### src/rtl/hdfi_pkg.sv
package hdfi_pkg;

  localparam int MAX_PIXELS  = 65536;
  localparam int FADE_PERIOD = 64;

  localparam int ADDR_W    = $clog2(MAX_PIXELS);
  localparam int BOUND_W   = ADDR_W + 1;
  localparam int FC_W      = $clog2(FADE_PERIOD);
  localparam int DIM_W     = 11;
  localparam int COORD_W   = 16;
  localparam int LEVEL_W   = 8;
  localparam int WH_W      = 2 * DIM_W;
  localparam int YPROD_W   = COORD_W + DIM_W;
  localparam int POS_W     = YPROD_W + 1;
  localparam int CFG_IDX_W = 1;

  localparam logic [LEVEL_W-1:0] LEVEL_WHITE = 8'hFF;
  localparam logic [LEVEL_W-1:0] HIT_STEP    = 8'h10;
  localparam logic [FC_W-1:0]    FC_LAST     = FC_W'(FADE_PERIOD - 1);

  localparam logic [CFG_IDX_W-1:0] CFG_WIDTH  = 1'b0;
  localparam logic [CFG_IDX_W-1:0] CFG_HEIGHT = 1'b1;

  localparam logic [DIM_W-1:0] DIM_RESET = 11'd256;

  typedef enum logic [1:0] {
    KIND_HIT   = 2'd0,
    KIND_FRAME = 2'd1,
    KIND_READ  = 2'd2,
    KIND_NONE  = 2'd3
  } kind_t;

  typedef enum logic [1:0] {
    ST_CLEAR,
    ST_RUN,
    ST_DRAIN,
    ST_SWEEP
  } state_t;

  // Address stage result, available in the cycle after accept.
  typedef struct packed {
    logic              valid;
    kind_t             kind;
    logic              in_img;
    logic              fade;
    logic [ADDR_W-1:0] addr;
  } idx_req_t;

  // Sequencer controls toward the memory and the input handshake.
  typedef struct packed {
    logic              busy;
    logic              accept;
    logic              fade_go;
    logic              re;
    logic [ADDR_W-1:0] raddr;
    logic              we;
    logic              wfill;
    logic [ADDR_W-1:0] waddr;
  } seq_ctl_t;

endpackage

### src/rtl/hdfi_index.sv
module hdfi_index (
  input  logic                            clk,
  input  logic                            rst_n,
  input  logic                            cfg_we,
  input  logic [hdfi_pkg::CFG_IDX_W-1:0]  cfg_index,
  input  logic [hdfi_pkg::DIM_W-1:0]      cfg_data,
  input  logic                            accept,
  input  logic                            fade_go,
  input  logic [1:0]                      kind,
  input  logic [hdfi_pkg::COORD_W-1:0]    x_coord,
  input  logic [hdfi_pkg::COORD_W-1:0]    y_coord,
  output logic [hdfi_pkg::BOUND_W-1:0]    bound,
  output hdfi_pkg::idx_req_t              req
);
  import hdfi_pkg::*;

  logic [DIM_W-1:0]   width_r, height_r;
  logic [BOUND_W-1:0] bound_r, bound_nxt;
  logic [WH_W-1:0]    area;

  logic               s1_valid_r;
  kind_t              s1_kind_r;
  logic               s1_fade_r;
  logic [COORD_W-1:0] s1_x_r;
  logic [YPROD_W-1:0] s1_yprod_r;
  logic [POS_W-1:0]   pos;

  always_ff @(posedge clk) begin
    if (!rst_n) begin
      width_r  <= DIM_RESET;
      height_r <= DIM_RESET;
    end else if (cfg_we) begin
      case (cfg_index)
        CFG_WIDTH:  width_r  <= cfg_data;
        CFG_HEIGHT: height_r <= cfg_data;
        default:    ;
      endcase
    end
  end

  // Image bound, capped at the memory depth.
  assign area = WH_W'(width_r * height_r);

  always_comb begin
    if (area > WH_W'(MAX_PIXELS)) begin
      bound_nxt = BOUND_W'(MAX_PIXELS);
    end else begin
      bound_nxt = BOUND_W'(area);
    end
  end

  always_ff @(posedge clk) begin
    if (!rst_n) begin
      bound_r <= BOUND_W'(MAX_PIXELS);
    end else begin
      bound_r <= bound_nxt;
    end
  end

  always_ff @(posedge clk) begin
    if (!rst_n) begin
      s1_valid_r <= 1'b0;
    end else begin
      s1_valid_r <= accept;
    end
  end

  always_ff @(posedge clk) begin
    if (accept) begin
      s1_kind_r  <= kind_t'(kind);
      s1_fade_r  <= fade_go;
      s1_x_r     <= x_coord;
      s1_yprod_r <= YPROD_W'(y_coord * width_r);
    end
  end

  assign pos = POS_W'(s1_x_r) + POS_W'(s1_yprod_r);

  assign bound       = bound_r;
  assign req.valid   = s1_valid_r;
  assign req.kind    = s1_kind_r;
  assign req.fade    = s1_fade_r;
  assign req.in_img  = pos < POS_W'(bound_r);
  assign req.addr    = pos[ADDR_W-1:0];

endmodule

### config.mk
export PLATFORM = sky130hd
export DESIGN_NAME = hdfi_index
export DESIGN_NICKNAME = d
export VERILOG_FILES = /design/src/rtl/hdfi_pkg.sv /design/src/rtl/hdfi_index.sv
export SDC_FILE = /design/constraint.sdc
export NUM_CORES = 1
export LEC_CHECK = 0
export BUFFER_PORTS_ARGS = -buffer_cell sky130_fd_sc_hd__buf_4
export CAP_MARGIN = 20
export CORE_MARGIN = 3
export CORE_UTILIZATION = 58
export DETAILED_ROUTE_END_ITERATION = 7
export PLACE_DENSITY = 0.8
export RECOVER_POWER = 25
export SLEW_MARGIN = 20
export SYNTH_ARGS = -nofsm -noshare
export SYNTH_HDL_FRONTEND = slang
export SYNTH_SLANG_ARGS = --single-unit
### constraint.sdc
create_clock -name clk -period 6.3 [get_ports clk]
set_clock_uncertainty 0.2 [all_clocks]
set_input_delay 1.26 -clock clk [delete_from_list [all_inputs] [get_ports clk]]
set_output_delay 1.26 -clock clk [all_outputs]
set_load 0.01 [all_outputs]
Word level (Yosys, flattened, before mapping) --
Index checks and enable logic that the tools add are counted.
Word-level totals: bits of input ports 51, memory bits (read-only) 0, word-level logic and storage cells 18, bits in writable memories 0, output and inout port bits 38, register bits 86, memories 0, bits in latches 0
Cells by class: div/mod/pow operators 0, bitwise logic cells 2, order comparisons 2, add/sub/neg operators 1, shifts and indexed selects 0, reduce and logical (&&, ||, !) cells 3, equality and inequality tests 0, multipliers 2, mux-type cells 0
Operators by type and width (count):
- $add 16x27->28 | 1
- $lt 28x17->1 | 1
- $mul 16x11->27 | 1
- $gt 22x17->1 const B | 1
- $mul 11x11->22 | 1
- $reduce_and 2->1 | 2
- $not 1->1 | 2
- $reduce_or 2->1 | 1

Longest topological paths before layout --
word-level depth 3, gate-level depth with buffers 23, mapped depth without buffers 20

Least setup slack after synthesis --
OpenSTA, ideal clock, no wires.
path type input port to flip-flop, from input y_coord[1] (netlist bit), to register s1_yprod_r[25] (data pin), stages 20, slack -0.401 ns, arrival 6.236 ns, library setup time 0.266 ns, required time 5.834 ns, buffers on the path 2, path through clkbuf_1 nand2_1 fa_1 inv_1 fa_1 fa_1 inv_1 fa_1 inv_1 fa_1 ha_1 clkbuf_1 a21oi_1 o21ai_0 a221oi_1 a31oi_1 and4_1 o31a_1 o41ai_1 xnor2_1
On the way: longest elaborated chain between the ends 1
Ends and longest elaborated chain:
- start, declared | RTL line hdfi_index.sv:11 | input logic [hdfi_pkg::COORD_W-1:0] y_coord,
- $mul 16x11->27 | RTL line hdfi_index.sv:73 | s1_yprod_r <= YPROD_W'(y_coord * width_r);
- end signal, assigned | RTL line hdfi_index.sv:73
- end, declared | RTL line hdfi_index.sv:25 | logic [YPROD_W-1:0] s1_yprod_r;
No other way between the ends. A chain may end at the register's enable or synchronous reset.

Final worst setup path --
from input y_coord[5] (netlist bit), to register s1_yprod_r[16] (data pin)
The elaborated chain is that of the path after synthesis.

==> out/metrics.cfg <==
[outcome]
status=complete, but fails checks
failed_checks=capacitance limit, slew limit

[global_routing]
grt_pass1_wl_um=54400
gr-usage-all-layers_pct=25.9
grt_pass1_vias=11402
grt_overflow=0
antenna_found_initial=0
grt_max_degree=48

[timing]
timing.slew.headroom_pct=-79.8
slew_viol_final=48
max_slew.worst_pin.slew_ns=2.70
fmax_mhz=163
setup_viol=0
fin_crit_ns=6.15
finalHoldViolations=0
period_share_pct=97.6
rsz0062_at_grt=true

[hold_path]
min_from=width_r[2]$_SDFFE_PN0P_
hp-class=flop to flop
whs_path_depth=2

[critical_path]
reg2reg_depth=18
endpoint_kind=flop
crit_fanout=7
crit_path_start=y_coord[5]
critPathRequiredTime_ns=6.20
crit_arrival_ns=6.05
path_class=primary input to flop
r2r-start=width_r[6]$_SDFFE_PN0P_
setup.worst_path.start_class=primary input

[placement]
place_congestion=0.873
portBuffers=88
dp.cells=1947
hpwl_um=26600

[yosys]
ys.flop_type=edfxtp_1
ys_seq_elements=86
ys_seq_area_share_pct=15.8
async_flop_share_pct=0
synth_top_area_cell=fa_1
synth_enable_flop_cells=46
ys_warn_count=0
synth_top_area_share_pct=29.9
ys_types=59
synth_nets=1954
syn_inst=1540
ys_top_cells_by_area=fa_1, ha_1, edfxtp_1
syn_area_um2=13800
syn_area_per_cell_um2=8.96

[final_layout]
utilization_pct=67.9
finalNetCount=2061
fin_cells=1965
n_antenna_cell=0
layout_common_cells=inv_1, nand2_1, fa_1
final_common_cell=inv_1
drive_above_1_share_pct=13.7
area_growth_pct=13.2
fillCellCount=1835

[die]
start_util_pct=60.0
ioPinCount=89
rows=55
die_area_um2=25700
die_y_um=160
dieWidth_um=160
core_um2=23000

[drt]
drtPass1Iterations=5
antenna_left=0
drtIter0Drc=846
wire_per_inst_um=16.4
vias=11035
drc_errors=0
routed_wl_um=32300
vias_per_cell=5.62

[cts]
postCtsHoldBufs=0
clk_latency_ns=0.36
cts_tree=yes
htree_levels=3
clk_path_buf_depth=2
cts_root_buf=clkbuf_16
path_clk_slew_ns=0.07
cts_buffers=9
numClockSinks=86

[power]
vdd_ir_drop_max_uv=143
power_uw=3010
p_per_area_nw_per_um2=193
p_leak_uw=0.00772

[job]
maxCapViolCount=1

-- cell families (layout without fill, tap and decap cells) --
group	after synthesis	in the layout	synth area share, %
AO/OA/AOI/OAI	199	199	9.85
XOR/XNOR	48	48	3.05
adder cells (fa/ha/maj)	363	363	44.1
buffers and inverters	340	452	9.37
flip-flops	86	86	15.8
multiplexers	5	5	0.372
AND/OR/NAND/NOR	499	499	17.4
-- per-layer routing --
metal / global-route usage [%] / routed length (um)
met1: 34.3 / 13400
met2: 42.3 / 15400
met3: 4.10 / 2130
met4: 11.5 / 1440
met5: 0 / 0
-- through the flow --
step                hold WS (ns)  worst slack (ns)  TNS [ns]  area, um2
detailed placement         0.367            -0.281    -0.934      15300
global route               0.406           -0.0681   -0.0828      15600
finish                     0.378             0.151         0      15600
floorplan                  0.251          0.000696         0      14000
CTS                        0.377            0.0195         0      15600
global placement           0.346            -0.216    -0.596      15300
-- synthesized netlist by cell type, types with 4 or more instances --
cell / count
edfxtp_1: 46
nand2_1: 249
dfxtp_1: 40
nor3_1: 16
xor2_1: 15
xnor2_1: 33
and3_1: 4
clkbuf_1: 71
nand2b_1: 8
and4_1: 4
a31oi_1: 8
o211ai_1: 7
nor2b_1: 6
a21o_1: 12
o21a_1: 16
and2_1: 129
inv_1: 265
ha_1: 157
o21bai_1: 8
mux2i_1: 4
fa_1: 206
a211oi_1: 11
nor2_1: 41
o21ai_0: 34
a21boi_0: 23
nand4_1: 6
or3_1: 4
a21oi_1: 48
a2111oi_0: 6
nand3_1: 18
-- final timing paths --
check	end	slack (ns)
worst min register to register	width_r[2]$_SDFFE_PN0P_	0.38
worst max register to register	bound[9]$_SDFF_PP0_	0.17
worst min-delay path	width_r[2]$_SDFFE_PN0P_	0.38
worst max-delay path	s1_yprod_r[16]$_DFFE_PP_	0.15
-- worst max-delay path: stages --
cell and delay, ns:
buf_4 0.14, buf_4 0.13, nand2_1 0.06, fa_1 0.49, inv_1 0.05, fa_1 0.45, ha_1 0.33, fa_1 0.51
fa_1 0.51, ha_1 0.36, a211oi_1 0.29, buf_4 0.18, o21ai_0 0.17, a21oi_1 0.26, nor2b_1 0.09, o2111ai_1 0.19
o211ai_1 0.19, o41ai_2 0.27, xnor2_1 0.10
-- sequential cells by signal (all words and copies together) (netlist names) --
| signal | count |
|---|---|
| s1_fade_r | 1 |
| width_r | 11 |
| s1_yprod_r | 27 |
| s1_kind_r | 2 |
| bound | 17 |
| height_r | 11 |
| s1_x_r | 16 |
| s1_valid_r | 1 |
-- timing repair --
| action | CTS | global route |
|---|---|---|
| endpoints found under the hold margin | 0 | 0 |
| pin swaps | 0 | 5 |
| resized for setup | 1 | 13 |
| setup endpoints to repair | 1 | 13 |
| setup buffers | 0 | 2 |
-- final cells by class --
class	instances	area, um2	area share (%)
Inverter	265	995	6.37
Timing Repair Buffer	171	1280	8.18
Tap cell	313	392	2.51
Clock inverter	7	50.0	0.321
Sequential cell	86	2180	14.0
Multi-Input combinational cell	1114	10500	67.2
Clock buffer	9	225	1.44
-- where the power goes --
| group | switching (uW) | internal (uW) |
|---|---|---|
| Combinational | 955 | 800 |
| Clock | 242 | 267 |
| Sequential | 55.3 | 690 |
| Total | 1250 | 1760 |
No activity file was read; power rests on OpenSTA's default activity.
