**config.mk**
```make
export PLATFORM = sky130hd
export DESIGN_NAME = hdfi_seq
export DESIGN_NICKNAME = d
export VERILOG_FILES = /design/src/rtl/hdfi_pkg.sv /design/src/rtl/hdfi_seq.sv
export SDC_FILE = /design/constraint.sdc
export NUM_CORES = 1
export LEC_CHECK = 0
export BUFFER_PORTS_ARGS = -buffer_cell sky130_fd_sc_hd__buf_2
export CAP_MARGIN = 20
export CELL_PAD_IN_SITES_DETAIL_PLACEMENT = 1
export CELL_PAD_IN_SITES_GLOBAL_PLACEMENT = 2
export CORE_UTILIZATION = 31
export CTS_BUF_LIST = sky130_fd_sc_hd__clkbuf_8
export DETAILED_ROUTE_END_ITERATION = 12
export PLACE_DENSITY_LB_ADDON = 0.1
export SLEW_MARGIN = 10
export SYNTH_ARGS = -nofsm -noshare
export SYNTH_HDL_FRONTEND = slang
export SYNTH_SLANG_ARGS = --single-unit
```
**constraint.sdc**
```tcl
create_clock -name clk -period 2.4 [get_ports clk]
set_input_delay 0 -clock clk [delete_from_list [all_inputs] [get_ports clk]]
set_output_delay 0 -clock clk [all_outputs]
set_load 0.03 [all_outputs]
```
**src/rtl/hdfi_pkg.sv**
```systemverilog
package hdfi_pkg;

  localparam int MAX_PIXELS  = 65536;
  localparam int FADE_PERIOD = 64;

  localparam int ADDR_W    = $clog2(MAX_PIXELS);
  localparam int BOUND_W   = ADDR_W + 1;
  localparam int FC_W      = $clog2(FADE_PERIOD);
  localparam int DIM_W     = 11;
  localparam int COORD_W   = 16;
  localparam int LEVEL_W   = 8;
  localparam int WH_W      = 2 * DIM_W;
  localparam int YPROD_W   = COORD_W + DIM_W;
  localparam int POS_W     = YPROD_W + 1;
  localparam int CFG_IDX_W = 1;

  localparam logic [LEVEL_W-1:0] LEVEL_WHITE = 8'hFF;
  localparam logic [LEVEL_W-1:0] HIT_STEP    = 8'h10;
  localparam logic [FC_W-1:0]    FC_LAST     = FC_W'(FADE_PERIOD - 1);

  localparam logic [CFG_IDX_W-1:0] CFG_WIDTH  = 1'b0;
  localparam logic [CFG_IDX_W-1:0] CFG_HEIGHT = 1'b1;

  localparam logic [DIM_W-1:0] DIM_RESET = 11'd256;

  typedef enum logic [1:0] {
    KIND_HIT   = 2'd0,
    KIND_FRAME = 2'd1,
    KIND_READ  = 2'd2,
    KIND_NONE  = 2'd3
  } kind_t;

  typedef enum logic [1:0] {
    ST_CLEAR,
    ST_RUN,
    ST_DRAIN,
    ST_SWEEP
  } state_t;

  // Address stage result, available in the cycle after accept.
  typedef struct packed {
    logic              valid;
    kind_t             kind;
    logic              in_img;
    logic              fade;
    logic [ADDR_W-1:0] addr;
  } idx_req_t;

  // Sequencer controls toward the memory and the input handshake.
  typedef struct packed {
    logic              busy;
    logic              accept;
    logic              fade_go;
    logic              re;
    logic [ADDR_W-1:0] raddr;
    logic              we;
    logic              wfill;
    logic [ADDR_W-1:0] waddr;
  } seq_ctl_t;

endpackage

```
**src/rtl/hdfi_seq.sv**
```systemverilog
module hdfi_seq (
  input  logic                          clk,
  input  logic                          rst_n,
  input  logic                          start,
  input  logic [1:0]                    kind,
  input  logic                          pipe_active,
  input  logic [hdfi_pkg::BOUND_W-1:0]  bound,
  output hdfi_pkg::seq_ctl_t            ctl
);
  import hdfi_pkg::*;

  state_t             state_r, state_nxt;
  logic [ADDR_W-1:0]  clr_addr_r;
  logic [BOUND_W-1:0] sw_addr_r, sw_addr_nxt;
  logic               sw_wv_r;
  logic [ADDR_W-1:0]  sw_waddr_r;
  logic [FC_W-1:0]    fc_r;
  logic               sweep_more;

  assign sweep_more = sw_addr_r < bound;

  always_comb begin
    state_nxt = state_r;
    case (state_r)
      ST_CLEAR: if (clr_addr_r == {ADDR_W{1'b1}}) state_nxt = ST_RUN;
      ST_RUN:   if (ctl.fade_go) state_nxt = ST_DRAIN;
      ST_DRAIN: if (!pipe_active) state_nxt = ST_SWEEP;
      ST_SWEEP: if (!sweep_more) state_nxt = ST_RUN;
      default:  state_nxt = ST_CLEAR;
    endcase
  end

  always_comb begin
    ctl.busy    = (state_r != ST_RUN);
    ctl.accept  = start && (state_r == ST_RUN);
    ctl.fade_go = ctl.accept && (kind_t'(kind) == KIND_FRAME) && (fc_r == FC_LAST);
    ctl.re      = (state_r == ST_SWEEP) && sweep_more;
    ctl.raddr   = sw_addr_r[ADDR_W-1:0];
    ctl.wfill   = (state_r == ST_CLEAR);
    ctl.we      = (state_r == ST_CLEAR) || sw_wv_r;
    ctl.waddr   = (state_r == ST_CLEAR) ? clr_addr_r : sw_waddr_r;
  end

  always_comb begin
    sw_addr_nxt = sw_addr_r;
    if (state_r == ST_DRAIN) begin
      sw_addr_nxt = '0;
    end else if (ctl.re) begin
      sw_addr_nxt = sw_addr_r + BOUND_W'(1);
    end
  end

  always_ff @(posedge clk) begin
    if (!rst_n) begin
      state_r    <= ST_CLEAR;
      clr_addr_r <= '0;
      sw_addr_r  <= '0;
      sw_wv_r    <= 1'b0;
      fc_r       <= '0;
    end else begin
      state_r   <= state_nxt;
      sw_addr_r <= sw_addr_nxt;
      sw_wv_r   <= ctl.re;
      if (state_r == ST_CLEAR) begin
        clr_addr_r <= clr_addr_r + ADDR_W'(1);
      end
      if (ctl.accept && (kind_t'(kind) == KIND_FRAME)) begin
        fc_r <= (fc_r == FC_LAST) ? '0 : fc_r + FC_W'(1);
      end
    end
  end

  always_ff @(posedge clk) begin
    sw_waddr_r <= ctl.raddr;
  end

`ifndef SYNTH
  a_sweep_idle_pipe: assert property (@(posedge clk) disable iff (!rst_n)
    (state_r == ST_SWEEP) |-> !pipe_active)
    else $error("sweep running while items are in flight");

  a_sweep_no_overlap: assert property (@(posedge clk) disable iff (!rst_n)
    (ctl.re && sw_wv_r) |-> (ctl.raddr != sw_waddr_r))
    else $error("sweep read and write on one entry");

  a_fade_enters_drain: assert property (@(posedge clk) disable iff (!rst_n)
    ctl.fade_go |=> (state_r == ST_DRAIN))
    else $error("fading frame end did not hold the input");
`endif

endmodule

```
; ---- Yosys cells after proc, flatten, opt, wreduce, memory -nomap -nowiden
; Cells that the tools add are included.
[op_classes]
n_reduce_logical = 8
bitwise_logic = 1
n_eq_ne = 11
n_addsub = 3
magnitude_cmp = 1
n_mux = 7
[ops]
columns = cell, n
row1 = $add 17x1->17 const B, 1
row2 = $lt 17x17->1, 1
row3 = $add 16x1->16 const B, 1
row4 = $eq 16x16->1 const B, 1
row5 = $mux 16, 1
row6 = $mux 2, 4
row7 = $pmux 2 s4, 1
row8 = $add 6x1->6 const B, 1
row9 = $eq 6x6->1 const B, 1
row10 = $mux 6, 1
row11 = $ne 2x2->1 const B, 3
row12 = $eq 2x1->1 const B, 2
row13 = $eq 2x2->1 const B, 2
row14 = $logic_and 1x1->1, 4
row15 = $ne 2x1->1 const B, 2
row16 = $reduce_and 4->1, 1
row17 = $logic_not 2->1, 1
row18 = $reduce_or 2->1, 1
row19 = $logic_or 1x1->1, 1
row20 = $not 1->1, 1
[totals]
wordCells = 37
regBits = 58
in_bits = 23

; ---- Longest topological paths before layout
[depth]
depth_word = 6
ltp_mapped = 9

; ---- Least setup slack after synthesis
; Ideal clock, no wire load.
[synth_path]
path_kind = reg2reg
startpoint = register sw_addr_r[10]
endpoint = register sw_addr_r[13]
path_slack_ns = 0.065
period_less_slack_ns = 2.335
arrival_ns = 2.264
n_path_buf = 0
required_time_ns = 2.330
path_stages_with_launch = 8
path_cell_list = dfxtp_1 ha_1 a21o_1 a221o_1 a211oi_2 o2111ai_2 or4_1 a21oi_1
[synth_between]
elab_chain_len = 2
elab_cells_between_ends = 3
cone_classes = add/sub (1) / order compare (1) / reduce/logical (1)
[synth_lines]
columns = item, line
row1 = "start, declared", hdfi_seq.sv:14  ; logic [BOUND_W-1:0] sw_addr_r, sw_addr_nxt;
row2 = "start signal, assigned", hdfi_seq.sv:62  ; sw_addr_r <= sw_addr_nxt;
row3 = $lt 17x17->1, hdfi_seq.sv:20  ; assign sweep_more = sw_addr_r < bound;
row4 = $logic_and 1x1->1, hdfi_seq.sv:37  ; ctl.re = (state_r == ST_SWEEP) && sweep_more;
; Several ways; a longest one is shown, not always the timed one.
; A chain may end at the register's enable or synchronous reset.

; ---- Worst setup path after layout
[layout_path]
startpoint = register sw_addr_r[10]
endpoint = register sw_addr_r[11]
; The elaborated chain is that of the path after synthesis.

==> metrics.md <==
| Metric | Value |
|---|---|
| Syn Area/Cell | `roughly 9 um2` |
| RSZ-0062 raised after global routing | `yes` |
| DRC violations left | `0` |
| Setup CP Type | `reg -> reg` |
| Share of layout cells above drive strength 1 | `around a third` |
| Min Tclk post-route | `2.32 ns` |
| Clock sink count | `58` |
| Final hold viol count | `0` |
| Yosys top cell area share | `39.0%` |
| Fin worst setup slack | `0.0822 ns` |
| Worst-case clock skew | `0.00837 ns` |
| Leakage | `0.00174 uW` |
| Post-synthesis mux area share | `approximately 7.1%` |
| IO Pins | `61` |
| Via density | `4.80` |
| CTS buffer count | `9` |
| Net Sw Frac | `between 20% and 30%` |
| Crit-path cells | `ha_4, a21o_1, a221o_1, a211oi_4, o2111ai_4, or3_1, a21oi_2` |
| Initial core utilization | `32.1%` |
| Slew margin rel. | `75.0%` |
| Setup-failing EPs final | `0` |
| Outcome | `finished clean` |
| Ys async rst share | `0%` |
| H-tree levels | `3` |
| Largest net degree at the start of global routing | `23` |
| Largest fanout on the critical path | `10` |
| Maxcap violations | `0` |
| CP arrival | `2.57 ns` |
| Fin cells | `537` |
| Initial DRC Count | `28` |
| Final TNS setup | `0 ns` |
| Via count | `2578` |
| Simple-gate share of the synthesized area | `18.0%` |
| Aggregate routed wire length | `about 7.9 mm` |
| Most used DFF post-synth | `dfxtp_1` |
| Post-synthesis xor/xnor area fraction | `5.88%` |
| Max stage delay on crit path | `0.43 ns` |
| Seq cells post-synth | `58` |
| Layout Nets | `~450` |
| VDD IR max | `0.000266 V` |
| Global route overflow | `0` |
| Die height | `100 um` |
| P per Cell Area | `659 nW/um2` |
| Grt met1 use | `21.9%` |
| Die width | `100 um` |
| Fillers | `1131` |
| Top-count cell post-synth | `dfxtp_1` |
| Multi-input gate area | `about 1700 um2` |
| P_sw | `721 uW` |
| Root buf cell | `clkbuf_8` |
| Sequential share of the synthesized area | `between 30% and 40%` |
| Global routing usage on met3 | `under 10%` |
| Core area | `9280 um2` |
| Synth unique cells | `39` |
| Sequential Power Share | `40.7%` |
| Compound-Gate Fraction of Synth Area | `12.1%` |
| Cell Rows | `35` |
| Fin crit share | `between 90 and 100%` |
| Tot Pwr | `2530 uW` |
| First-pass GRT wire length | `12.8 mm` |
| Post-synth EDFFs | `0` |
| Global routing's busiest layer | `met2` |
| DIE AREA | `10000 um2` |
| Detail Route Antenna Nets | `0` |
| M2 GR Usage | `between 20 and 30%` |
| Area Overhead vs Synth | `28.6%` |
| CP max-delay cell | `or3_1` |
| Bufs on Longest Clock Path | `2` |
| Sequential Area | `1170 um2` |
| Number of antenna diodes | `0` |
| Initial antenna violation count | `0` |
| Combinational family with the most area after synthesis | `simple AND/OR/NAND/NOR gates` |
| Power share of the clock group | `38.5%` |
| Final GP Congestion | `0.829` |
| Ranking of synthesized cells by area | `dfxtp_1, ha_1, mux2_2, xor2_1, buf_4` |
| Worst-Margin Slew | `0.372 ns` |
| Synthesized-area fraction occupied by adder cells | `9.66%` |
| Crit. End Element | `flip-flop` |
| Commonest cells post-synth | `dfxtp_1, nor2_1, inv_1` |
| Max Slew Vio Count | `0` |
| Synth area leader | `dfxtp_1` |
| Clk_lat worst skew | `0.33 ns` |
| Worst Hold Class | `in -> reg` |
| Yosys warns | `0` |
| Hold_ws | `0.0298 ns` |
| CP Launch Type | `flip-flop` |
| Logic pwr share | `20.8%` |
| CP required | `2.66 ns` |
| Mean routed wirelength per cell | `approximately 15 um` |
| Mapped Cells | `329` |
| Number of global-route vias before repair | `~2.5k` |
| P_int | `roughly 1800 uW` |
| Worst-path clk slew | `roughly 0.07 ns` |
| Max Freq | `roughly 430 MHz` |
| Post-Syn Nets | `375` |
| CTS tree | `done` |
| PortBufs | `60` |
| Total GRT Usage | `16.8%` |
| Dpl cells | `roughly 520` |
| DRT Pass-1 Iters | `4` |
| Pre-CTS WS | `-0.0250 ns` |
| Netlist Area Pre-Place | `approximately 3000 um2` |
| Detail Placement HPWL | `5.96 mm` |
## layout make-up
type / instances / share of cell area (%)
clock buffers: 10 / 3.59
repair buffers: 89 / 13.6
flip-flops and latches: 58 / 30.4
multi-input cells: 222 / 43.9
well taps: 129 / 4.21
clock inverters: 4 / 1.80
inverters: 25 / 2.45
## worst max-delay path: cells and delay by family, from the launching register on
family	cells	cell delay, ns
AOI/OAI and AO/OA	5	1.28
adders and majority gates	1	0.20
and+or+nand+nor	1	0.43
DFF	1	0.35
## repair_timing
| action | CTS | global route |
|---|---|---|
| cloned | 0 | 0 |
| pin swaps | 1 | 2 |
| hold buffers | 1 | 0 |
| setup endpoints to repair | 4 | 9 |
| hold endpoints to repair | 3 | 0 |
| gates resized for setup | 6 | 15 |
| buffers inserted | 1 | 0 |
## placed cells by master, fill, tap and decap left out, drive strengths merged, types with 2 or more instances in the layout
master   instances
nor2            28
nand4           11
nand2           19
dfxtp           58
inv             26
xnor2            4
o211ai           2
mux2            16
and3             5
nor3             3
o2111ai          2
and4             2
xor2            16
bufinv           2
nand3           12
ha              23
buf             88
or3             15
a211oi           3
and4b            2
or4              2
mux2i            3
a21oi           17
o21ai           20
and2             2
a21o             4
clkbuf          10
or2              2
## final timing paths
| kind | cells past startpoint | endpoint | from | slack, ns |
|---|---|---|---|---|
| max reg2reg | 7 | sw_addr_r[11] | sw_addr_r[10] | 0.08 |
| min reg2reg | 0 | sw_waddr_r[14] | sw_addr_r[14] | 0.45 |
| max | 7 | sw_addr_r[11] | sw_addr_r[10] | 0.08 |
| min | 4 | state_r[1] | pipe_active | 0.03 |
## per-layer routing
metal  share of wire [%]  vias to the layer above
met1                  49                     1233
met4                 1.7                        0
met2                  46                       49
met3                 3.4                       10
met5                   0                        -
li1                    -                     1286
## flip-flops by register name, summed over array words and instances (netlist names)
register    count
clr_addr_r     16
sw_wv_r         1
fc_r            6
sw_addr_r      17
state_r         2
sw_waddr_r     16
## stage by stage
stage                     util (%)  instance area [um2]
after floorplan                  -                 2980
after global placement        37.6                 3490
after detailed placement      37.6                 3490
after CTS                     40.4                 3750
after global routing          41.3                 3830
final                         41.3                 3830
## power by group through the flow
stage	Combinational (uW)	Sequential, uW	Clock, uW
floorplan	390	1040	0
global placement	527	1050	0
detailed placement	531	1050	0
CTS	536	1030	1020
global route	579	1030	1060
finish	526	1030	972
## cells by family (layout without fill, tap and decap cells)
group | count (synthesis) | in the layout
adders and majority gates | 23 | 23
and+or+nand+nor | 105 | 105
buffers and inverters | 49 | 128
DFF | 58 | 58
xor gates and xnor gates | 20 | 20
muxes | 19 | 19
AOI/OAI and AO/OA | 55 | 55
(Power assumes the default switching activity.)
